### src/design/b2dt_pkg.sv
`timescale 1ns / 1ps
// ----------------------------------------------------------------------------
// b2dt_pkg: shared types and constants for the binary to decimal text block
// Microcode word layout, datapath control bundle and place power table.
// ----------------------------------------------------------------------------
package b2dt_pkg;

  localparam int unsigned ValueWidth = 24;
  localparam int unsigned DigitWidth = 5;
  localparam int unsigned PcWidth    = 5;

  localparam logic [6:0] CharZero = 7'h30;

  // Place selects, millions down to tens
  localparam logic [2:0] PlaceMil  = 3'd0;
  localparam logic [2:0] PlaceHk   = 3'd1;
  localparam logic [2:0] PlaceTk   = 3'd2;
  localparam logic [2:0] PlaceK    = 3'd3;
  localparam logic [2:0] PlaceHund = 3'd4;
  localparam logic [2:0] PlaceTen  = 3'd5;

  typedef enum logic [1:0] {
    OP_TRIAL,
    OP_EMIT,
    OP_EMIT_LAST
  } op_e;

  typedef struct packed {
    op_e                op;
    logic [2:0]         place;
    logic [2:0]         shift;
    logic [PcWidth-1:0] target;
  } ucode_t;

  typedef struct packed {
    logic       load;
    logic       trial;
    logic       clr_digit;
    logic [2:0] place;
    logic [2:0] shift;
  } dp_ctl_t;

  function automatic logic [ValueWidth-1:0] place_pow(input logic [2:0] sel);
    logic [ValueWidth-1:0] pw;
    case (sel)
      PlaceMil:  pw = 24'd1000000;
      PlaceHk:   pw = 24'd100000;
      PlaceTk:   pw = 24'd10000;
      PlaceK:    pw = 24'd1000;
      PlaceHund: pw = 24'd100;
      PlaceTen:  pw = 24'd10;
      default:   pw = 24'd10;
    endcase
    return pw;
  endfunction

  function automatic ucode_t uc_trial(input logic [2:0] place, input logic [2:0] shift,
                                      input logic [PcWidth-1:0] target);
    ucode_t w;
    w.op     = OP_TRIAL;
    w.place  = place;
    w.shift  = shift;
    w.target = target;
    return w;
  endfunction

  function automatic ucode_t uc_emit(input op_e op);
    ucode_t w;
    w.op     = op;
    w.place  = PlaceMil;
    w.shift  = 3'd0;
    w.target = '0;
    return w;
  endfunction

endpackage

### src/design/binary_to_decimal_text.sv
`timescale 1ns / 1ps
// ----------------------------------------------------------------------------
// binary_to_decimal_text: formats a 1 to 3 byte unsigned value as decimal text
// Emits one column / ASCII character write per written place, ones last.
// ----------------------------------------------------------------------------
// A transaction on the input loads the value; a microprogram of 32 steps then
// runs one step per clock, except while an emit step waits on a full output
// register, on a single shared compare-subtract unit. Each place from millions
// to tens spends up to four trial steps (five for millions) and one emit step,
// and a trial step jumps to the emit once the remainder is below the place
// power. The next item is taken as soon as the ones write sits in the output
// register, even if it has not yet been taken downstream.
module binary_to_decimal_text (
  input  logic       clk_i,
  input  logic       rst_ni,
  input  logic       in_valid_i,
  output logic       in_ready_o,
  input  logic [7:0] first_byte_i,
  input  logic [7:0] second_byte_i,
  input  logic [7:0] third_byte_i,
  input  logic [3:0] byte_count_i,
  input  logic       leading_zeros_i,
  input  logic       left_align_i,
  output logic       out_valid_o,
  input  logic       out_ready_i,
  output logic [2:0] column_o,
  output logic [6:0] char_code_o,
  output logic       last_o
);
  import b2dt_pkg::*;

  logic               busy_q, busy_d;
  logic [PcWidth-1:0] pc_q, pc_d;
  logic               past_q, past_d;
  logic [2:0]         col_q, col_d;
  logic               zfill_q, zfill_d;
  logic               lalign_q, lalign_d;
  logic               out_valid_q, out_valid_d;
  logic [2:0]         column_q, column_d;
  logic [6:0]         char_q, char_d;
  logic               last_q, last_d;

  ucode_t                word;
  dp_ctl_t               ctl;
  logic [DigitWidth-1:0] digit;
  logic [3:0]            ones;
  logic                  below;
  logic                  accept;
  logic                  out_free;
  logic                  nonzero;
  logic                  write;

  b2dt_ucode_rom u_rom (
    .addr_i (pc_q),
    .word_o (word)
  );

  b2dt_datapath u_dp (
    .clk_i         (clk_i),
    .rst_ni        (rst_ni),
    .ctl_i         (ctl),
    .first_byte_i  (first_byte_i),
    .second_byte_i (second_byte_i),
    .third_byte_i  (third_byte_i),
    .byte_count_i  (byte_count_i),
    .digit_o       (digit),
    .ones_o        (ones),
    .below_o       (below)
  );

  assign in_ready_o = !busy_q;
  assign accept     = in_valid_i && !busy_q;
  assign out_free   = !out_valid_q || out_ready_i;
  assign nonzero    = digit != '0;
  assign write      = nonzero || past_q || zfill_q;

  always_comb begin
    busy_d      = busy_q;
    pc_d        = pc_q;
    past_d      = past_q;
    col_d       = col_q;
    zfill_d     = zfill_q;
    lalign_d    = lalign_q;
    out_valid_d = out_valid_q && !out_ready_i;
    column_d    = column_q;
    char_d      = char_q;
    last_d      = last_q;

    ctl           = '0;
    ctl.place     = word.place;
    ctl.shift     = word.shift;

    if (accept) begin
      ctl.load = 1'b1;
      busy_d   = 1'b1;
      pc_d     = '0;
      past_d   = 1'b0;
      col_d    = '0;
      zfill_d  = leading_zeros_i;
      lalign_d = left_align_i;
    end else if (busy_q) begin
      case (word.op)
        OP_TRIAL: begin
          if (below) begin
            pc_d = word.target;
          end else begin
            ctl.trial = 1'b1;
            pc_d      = pc_q + PcWidth'(1);
          end
        end
        OP_EMIT: begin
          // hold while a write is due and the output register is full
          if (!write || out_free) begin
            if (write) begin
              out_valid_d = 1'b1;
              column_d    = col_q;
              char_d      = CharZero + 7'(digit);
              last_d      = 1'b0;
            end
            past_d        = past_q || nonzero;
            if (zfill_q || !lalign_q || past_q || nonzero) begin
              col_d = col_q + 3'd1;
            end
            ctl.clr_digit = 1'b1;
            pc_d          = pc_q + PcWidth'(1);
          end
        end
        OP_EMIT_LAST: begin
          if (out_free) begin
            out_valid_d = 1'b1;
            column_d    = col_q;
            char_d      = CharZero + 7'(ones);
            last_d      = 1'b1;
            busy_d      = 1'b0;
            pc_d        = word.target;
          end
        end
        default: begin
          busy_d = 1'b0;
          pc_d   = '0;
        end
      endcase
    end
  end

  always_ff @(posedge clk_i or negedge rst_ni) begin
    if (!rst_ni) begin
      busy_q      <= 1'b0;
      pc_q        <= '0;
      past_q      <= 1'b0;
      col_q       <= '0;
      zfill_q     <= 1'b0;
      lalign_q    <= 1'b0;
      out_valid_q <= 1'b0;
    end else begin
      busy_q      <= busy_d;
      pc_q        <= pc_d;
      past_q      <= past_d;
      col_q       <= col_d;
      zfill_q     <= zfill_d;
      lalign_q    <= lalign_d;
      out_valid_q <= out_valid_d;
    end
  end

  always_ff @(posedge clk_i) begin
    column_q <= column_d;
    char_q   <= char_d;
    last_q   <= last_d;
  end

  assign out_valid_o = out_valid_q;
  assign column_o    = column_q;
  assign char_code_o = char_q;
  assign last_o      = last_q;

endmodule

### src/design/b2dt_ucode_rom.sv
`timescale 1ns / 1ps
// ----------------------------------------------------------------------------
// b2dt_ucode_rom: microprogram store
// One control word per step. Each place runs its trial subtractions from the
// largest shifted power down, then one emit step; a trial jumps straight to
// the emit when the remainder is already below the place power.
// ----------------------------------------------------------------------------
module b2dt_ucode_rom (
  input  logic [b2dt_pkg::PcWidth-1:0] addr_i,
  output b2dt_pkg::ucode_t             word_o
);
  import b2dt_pkg::*;

  always_comb begin
    case (addr_i)
      5'd0:    word_o = uc_trial(PlaceMil, 3'd4, 5'd5);
      5'd1:    word_o = uc_trial(PlaceMil, 3'd3, 5'd5);
      5'd2:    word_o = uc_trial(PlaceMil, 3'd2, 5'd5);
      5'd3:    word_o = uc_trial(PlaceMil, 3'd1, 5'd5);
      5'd4:    word_o = uc_trial(PlaceMil, 3'd0, 5'd5);
      5'd5:    word_o = uc_emit(OP_EMIT);
      5'd6:    word_o = uc_trial(PlaceHk, 3'd3, 5'd10);
      5'd7:    word_o = uc_trial(PlaceHk, 3'd2, 5'd10);
      5'd8:    word_o = uc_trial(PlaceHk, 3'd1, 5'd10);
      5'd9:    word_o = uc_trial(PlaceHk, 3'd0, 5'd10);
      5'd10:   word_o = uc_emit(OP_EMIT);
      5'd11:   word_o = uc_trial(PlaceTk, 3'd3, 5'd15);
      5'd12:   word_o = uc_trial(PlaceTk, 3'd2, 5'd15);
      5'd13:   word_o = uc_trial(PlaceTk, 3'd1, 5'd15);
      5'd14:   word_o = uc_trial(PlaceTk, 3'd0, 5'd15);
      5'd15:   word_o = uc_emit(OP_EMIT);
      5'd16:   word_o = uc_trial(PlaceK, 3'd3, 5'd20);
      5'd17:   word_o = uc_trial(PlaceK, 3'd2, 5'd20);
      5'd18:   word_o = uc_trial(PlaceK, 3'd1, 5'd20);
      5'd19:   word_o = uc_trial(PlaceK, 3'd0, 5'd20);
      5'd20:   word_o = uc_emit(OP_EMIT);
      5'd21:   word_o = uc_trial(PlaceHund, 3'd3, 5'd25);
      5'd22:   word_o = uc_trial(PlaceHund, 3'd2, 5'd25);
      5'd23:   word_o = uc_trial(PlaceHund, 3'd1, 5'd25);
      5'd24:   word_o = uc_trial(PlaceHund, 3'd0, 5'd25);
      5'd25:   word_o = uc_emit(OP_EMIT);
      5'd26:   word_o = uc_trial(PlaceTen, 3'd3, 5'd30);
      5'd27:   word_o = uc_trial(PlaceTen, 3'd2, 5'd30);
      5'd28:   word_o = uc_trial(PlaceTen, 3'd1, 5'd30);
      5'd29:   word_o = uc_trial(PlaceTen, 3'd0, 5'd30);
      5'd30:   word_o = uc_emit(OP_EMIT);
      5'd31:   word_o = uc_emit(OP_EMIT_LAST);
      default: word_o = uc_emit(OP_EMIT_LAST);
    endcase
  end

endmodule

### src/design/b2dt_datapath.sv
`timescale 1ns / 1ps
// ----------------------------------------------------------------------------
// b2dt_datapath: value register and shared compare-subtract unit
// Loads the assembled value, peels one digit bit per trial step and holds the
// digit of the current place until the emit step clears it.
// ----------------------------------------------------------------------------
module b2dt_datapath (
  input  logic                                clk_i,
  input  logic                                rst_ni,
  input  b2dt_pkg::dp_ctl_t                   ctl_i,
  input  logic [7:0]                          first_byte_i,
  input  logic [7:0]                          second_byte_i,
  input  logic [7:0]                          third_byte_i,
  input  logic [3:0]                          byte_count_i,
  output logic [b2dt_pkg::DigitWidth-1:0]     digit_o,
  output logic [3:0]                          ones_o,
  output logic                                below_o
);
  import b2dt_pkg::*;

  localparam logic [3:0] BytesOne = 4'd1;
  localparam logic [3:0] BytesTwo = 4'd2;

  logic [ValueWidth-1:0] value_q, value_d;
  logic [DigitWidth-1:0] digit_q, digit_d;
  logic [ValueWidth-1:0] load_val;
  logic [ValueWidth-1:0] pw;
  logic [ValueWidth-1:0] trial_val;
  logic                  fits;

  always_comb begin
    case (byte_count_i)
      BytesOne: load_val = {16'd0, first_byte_i};
      BytesTwo: load_val = {8'd0, first_byte_i, second_byte_i};
      default:  load_val = {first_byte_i, second_byte_i, third_byte_i};
    endcase
  end

  assign pw        = place_pow(ctl_i.place);
  assign trial_val = pw << ctl_i.shift;
  assign fits      = value_q >= trial_val;
  assign below_o   = value_q < pw;

  always_comb begin
    value_d = value_q;
    digit_d = digit_q;
    if (ctl_i.load) begin
      value_d = load_val;
      digit_d = '0;
    end else if (ctl_i.trial) begin
      if (fits) begin
        value_d = value_q - trial_val;
        digit_d = digit_q | (DigitWidth'(1) << ctl_i.shift);
      end
    end else if (ctl_i.clr_digit) begin
      digit_d = '0;
    end
  end

  always_ff @(posedge clk_i or negedge rst_ni) begin
    if (!rst_ni) begin
      digit_q <= '0;
    end else begin
      digit_q <= digit_d;
    end
  end

  always_ff @(posedge clk_i) begin
    value_q <= value_d;
  end

  assign digit_o = digit_q;
  assign ones_o  = value_q[3:0];

endmodule

### config.mk
export PLATFORM = sky130hd
export DESIGN_NAME = binary_to_decimal_text
export DESIGN_NICKNAME = d
export VERILOG_FILES = /design/src/design/b2dt_pkg.sv /design/src/design/binary_to_decimal_text.sv /design/src/design/b2dt_ucode_rom.sv /design/src/design/b2dt_datapath.sv
export SDC_FILE = /design/constraint.sdc
export NUM_CORES = 1
export LEC_CHECK = 0
export ABC_CLOCK_PERIOD_IN_PS = 9800
export BUFFER_PORTS_ARGS = -buffer_cell sky130_fd_sc_hd__buf_2
export CAP_MARGIN = 20
export CORE_AREA = 2 2 107 109
export CTS_BUF_LIST = sky130_fd_sc_hd__clkbuf_4
export DETAILED_ROUTE_END_ITERATION = 7
export DIE_AREA = 0 0 109 111
export HOLD_SLACK_MARGIN = 0.1
export PLACE_DENSITY_LB_ADDON = 0.15
export SLEW_MARGIN = 5
export SYNTH_ARGS = -nofsm -noshare
export SYNTH_HDL_FRONTEND = slang
export SYNTH_HIERARCHICAL = 1
export SYNTH_SLANG_ARGS = --single-unit
### constraint.sdc
create_clock -name clk_i -period 9.8 [get_ports clk_i]
set_clock_uncertainty 0.15 [all_clocks]
set_input_delay 0.98 -clock clk_i [delete_from_list [all_inputs] [get_ports clk_i]]
set_output_delay 0.98 -clock clk_i [all_outputs]
set_load 0.05 [all_outputs]
# == Word-level counts from Yosys, hierarchy flattened ==
# Memory sizes are Yosys's and may differ from the RTL's.
# Cells that the tools add are included.
# totals
output_inout_bits,13
input_bits,34
n_memories,1
reg_bits,53
latchBits,0
mem_bits_ro,416
ramBits,0
wordCells,123
# memory_table
memory,depth,word_bits,read_ports,rd_clocked_by_memory_dff,write_ports,line,text
(name not given),32,13,1,0,0,b2dt_ucode_rom.sv:15,case (addr_i)
# op_classes
eq_ne,14
order_cmp,2
mul,0
n_addsub,5
mux,53
bitwise_logic,2
shift,2
div,0
n_reduce_logical,32
# op_table
op,n
20-bit case mux with 5 select lines,1
24-bit 2-to-1 mux,3
24-bit case mux with 2 select lines,1
5-bit 2-to-1 mux,9
24-bit >= comparator,1
24-bit by 20-bit < comparator with 1-bit output,1
3-bit 2-to-1 mux,8
20-bit by 3-bit left shift with 24-bit output,1
24-bit subtractor,1
7-bit 2-to-1 mux,3
1-bit 2-to-1 mux,20
5-bit case mux with 3 select lines,1
7-bit case mux with 2 select lines,1
2-bit nonzero test,7
"6-bit by 4-bit adder with 7-bit output, first input constant",1
"6-bit by 5-bit adder with 7-bit output, first input constant",1
1-bit logical OR,7
"3-bit by 2-bit equality test with 1-bit output, second input constant",2
"2-bit != test, second input constant",3
"3-bit != test, second input constant",2
1-bit case mux with 2 select lines,3
3-bit case mux with 2 select lines,1
3-bit AND reduction,2
6-bit AND reduction,1
22 further kinds,29

# == Logic depth before layout (Yosys ltp) ==
# depth
depth_word,12
mapped_depth,21
mapped_depth_nobuf,20

# == Hierarchy ==
# Netlist, hierarchy kept.
# modules_own_cells
mod,cells_per_inst,area_per_inst_um2,n_inst,seq_area_each_um2
b2dt_datapath,545,4022.6,1,845.8
binary_to_decimal_text,127,1308.8,1,625.6
b2dt_ucode_rom,75,573.0,1,0.0

# == Worst setup path after synthesis ==
# No wires, ideal clock.
# synth_timing
kind,reg-to-reg
from,register pc_q[2]
to,register u_dp.value_q[10] (enable)
synth_period_minus_slack_ns,5.008
path_stages_with_launch,20
arrival_time_ns,4.550
path_slack_ns,4.792
setup_ns,0.308
path_buffers,3
required_time_ns,9.342
path_cell_list,dfrtp_1 buf_4 inv_2 ha_1 mux4_2 clkbuf_1 clkbuf_1 or2_2 nor2_1 a21boi_0 o22ai_1 nand2_1 ha_1 a21oi_2 nor2b_1 or3_4 a31o_2 o21bai_1 a21oi_1 or2_2
# synth_lines
element,line,text
start: declaration,binary_to_decimal_text.sv:33,"logic [PcWidth-1:0] pc_q, pc_d;"
start signal: assignment,binary_to_decimal_text.sv:157,pc_q <= pc_d;
end signal: assignment,b2dt_datapath.sv:69,value_q <= value_d;
end: declaration,b2dt_datapath.sv:24,"logic [ValueWidth-1:0] value_q, value_d;"

==> metrics <==
status=completed; Distinct cells, synth=82; final cycle utilization of the critical path=64.39%; top cells by instance count after synthesis=96 x nand2_1, 76 x a21oi_1, 58 x o21ai_0; die height=111 um; port bufs=46; fin. max-slew vios=0; initial drt markers=543; max cap viols=0; Synth area leaders=edfxtp_1 17%, ha_1 12%, dfrtp_1 7.6%; Synth async-reset ratio=34.62%; max incr delay on CP=0.66 ns; TritonCTS clock tree=built; Crit Path Category=reg2reg; layout cells sized above 1=11.86%; fin nets=848; DR vias=5865; Initial Util=53.30%; maximum root-to-sink buffer count=2; core region area=11080 um^2; Placed Area=6153 um^2; WP buf/inv=4; Routed wire per std cell=18.52 um; final setup TNS=0 ns; R2R Path Start=pc_q[1]$_DFFE_PN0P_; final hold vios=0; CTS Root Cell=clkbuf_4; Final HPWL DP=12.62 mm; deepest level of the CTS H-tree=2; count leader, synth=nand2_1; clock sink count=52; Slew @ Worst Pin=0.9387 ns; crit path capture=u_dp/value_q[23]$_DFFE_PP_; post-synth top area cell=edfxtp_1; CP Data Required Time=9.73 ns; Max Freq=158.5 MHz; clock-pin slew on the worst setup and hold paths=0.18 ns; die area=12100 um^2; Synth top area share=17.29%; row cnt=39; Placer Congestion=0.9731; worst-path fanout max=38; worst skew pair latency=0.40 ns; Post-synth EDFFs=34; # hold bufs at CTS=0; maximum number of pins on one net before global-route repair=51; RSZ-0062 raised after global routing=no; first-pass GRT wire length=27.00 mm; sequential fraction of the synthesis area=24.92%; max_slew headroom=37.42%; critical-path cell list=inv_1 > ha_1 > inv_1 > a211oi_1 > o31a_1 > buf_4 > clkinv_1 > nor2_1 > a221oi_1 > o22a_1 > ha_1 > a21oi_1 > o21ai_0 > a221o_1 > a31o_2 > o21bai_1 > a21oi_1 > or2_2; Fillers=1045; GRT Total Usage=27.58%; Final setup viols=0; ANT cells=0; Chip Width=109 um; top_reg_cell synth=edfxtp_1; clock buffer count from CTS=5; Post-Layout Inst Area=6281 um^2; CP Capture Type=register; Crit path max-delay family=compound AO/OA/AOI/OAI gates; R2R setup slack=3.49 ns; grt total ovfl=0; synthesized instance count=747; via/cell ratio=6.502; number of global-route vias before repair=5383; initial antenna violation count=0; synthesized flop and latch total=52; min Tclk post-route=6.310 ns; Tightest Hold Check Type=in2async; critical path arrival=6.24 ns; CP max-delay cell=dfrtp_1; r2r worst-path depth=18; Gates resized, CTS repair=0; area delta synth->final=6.378%; I/O pin count=47; first drt pass iteration count=5; WP depth=18; Post-Syn Nets=837; CP Launch Type=register; Reg2Reg Capture Point=u_dp/value_q[23]$_DFFE_PP_; yosys warns=6; synthesized area=5904 um^2; DRT Wirelength=16.71 mm; DRC=0; Post-CTS Repair Setup Buffers=0; antenna-violating nets left=0; CP Launch Point=pc_q[1]$_DFFE_PN0P_; Post-Syn Area per Cell=7.904 um^2
cell usage in the layout, fill, tap and decap left out, types with 7 or more instances in the layout:
| cell | count |
|---|---|
| nand2_1 | 96 |
| a21oi_1 | 76 |
| o21ai_0 | 58 |
| ha_1 | 56 |
| nor2_1 | 49 |
| buf_2 | 46 |
| edfxtp_1 | 34 |
| inv_1 | 25 |
| nand3_1 | 20 |
| dfrtp_1 | 18 |
| nor3_1 | 17 |
| nor2b_1 | 16 |
| o211ai_1 | 14 |
| a31oi_1 | 14 |
| a22oi_1 | 13 |
| xnor2_1 | 13 |
| nand2b_1 | 12 |
| mux2i_1 | 11 |
| xor2_1 | 11 |
| a21o_1 | 9 |
| o31ai_1 | 8 |
| buf_4 | 7 |
worst min path at each step:
stage                                     from                    end  slack [ns]
after floorplan           col_q[2]$_DFFE_PN0P_   col_q[2]$_DFFE_PN0P_        0.29
after global placement    col_q[2]$_DFFE_PN0P_   col_q[2]$_DFFE_PN0P_        0.30
after detailed placement  col_q[2]$_DFFE_PN0P_  column_o[2]$_DFFE_PP_        0.32
after CTS                               rst_ni    pc_q[2]$_DFFE_PN0P_        0.34
after global routing                    rst_ni    pc_q[2]$_DFFE_PN0P_        0.35
final                                   rst_ni    pc_q[3]$_DFFE_PN0P_        0.33
metal layers:
layer | wire length (um) | track usage (%) | vias to the layer above
met1 | 7257 | 36.95 | 2721
met5 | 0 | 0 | -
met2 | 7965 | 45.26 | 275
li1 | - | - | 2817
met3 | 859 | 2.881 | 52
met4 | 624 | 10.60 | 0
cells by family after synthesis:
kind of cell / synth area share, %
and+or+nand+nor: 20.79
adders and majority gates: 12.04
DFF: 24.92
AOI/OAI and AO/OA: 29.69
buffers and inverters: 5.615
xor gates and xnor gates: 3.560
muxes: 3.391
worst register-to-register path, stage by stage (launching register included):
cell	delay, ns
dfrtp_1	0.66
inv_1	0.23
ha_1	0.37
inv_1	0.05
a211oi_1	0.21
o31a_1	0.16
buf_4	0.35
clkinv_1	0.55
nor2_1	0.56
a221oi_1	0.20
o22a_1	0.25
ha_1	0.35
a21oi_1	0.27
o21ai_0	0.14
a221o_1	0.36
a31o_2	0.27
o21bai_1	0.24
a21oi_1	0.09
or2_2	0.52
sequential cells by signal (all words and copies together) (netlist names):
register / flops
lalign_q: 1
busy_q: 1
u_dp/value_q: 24
char_code_o: 6
past_q: 1
u_dp/digit_o: 5
col_q: 3
out_valid_o: 1
column_o: 3
last_o: 1
zfill_q: 1
pc_q: 5
through the flow:
| stage | util [%] | instances | hold WS (ns) | setup WS, ns |
|---|---|---|---|---|
| after global routing | 56.70 | 902 | 0.3491 | 3.013 |
| after CTS | 56.70 | 902 | 0.3351 | 3.620 |
| after floorplan | - | 747 | 0.2904 | 4.792 |
| after global placement | 55.55 | 894 | 0.3049 | 3.669 |
| after detailed placement | 55.55 | 894 | 0.3189 | 3.676 |
| final | 56.70 | 902 | 0.3268 | 3.490 |
layout make-up:
cell class	instances	area [um^2]	area share (%)
Clock buffer	5	37.54	0.5976
Clock inverter	3	90.09	1.434
Inverter	29	108.9	1.733
Multi-Input combinational cell	617	4111	65.46
Sequential cell	52	1471	23.43
Tap cell	143	178.9	2.849
Timing Repair Buffer	53	282.8	4.502
Power is not shown: default switching activity piles up to over one toggle a cycle in this logic, so the estimate is an artifact.
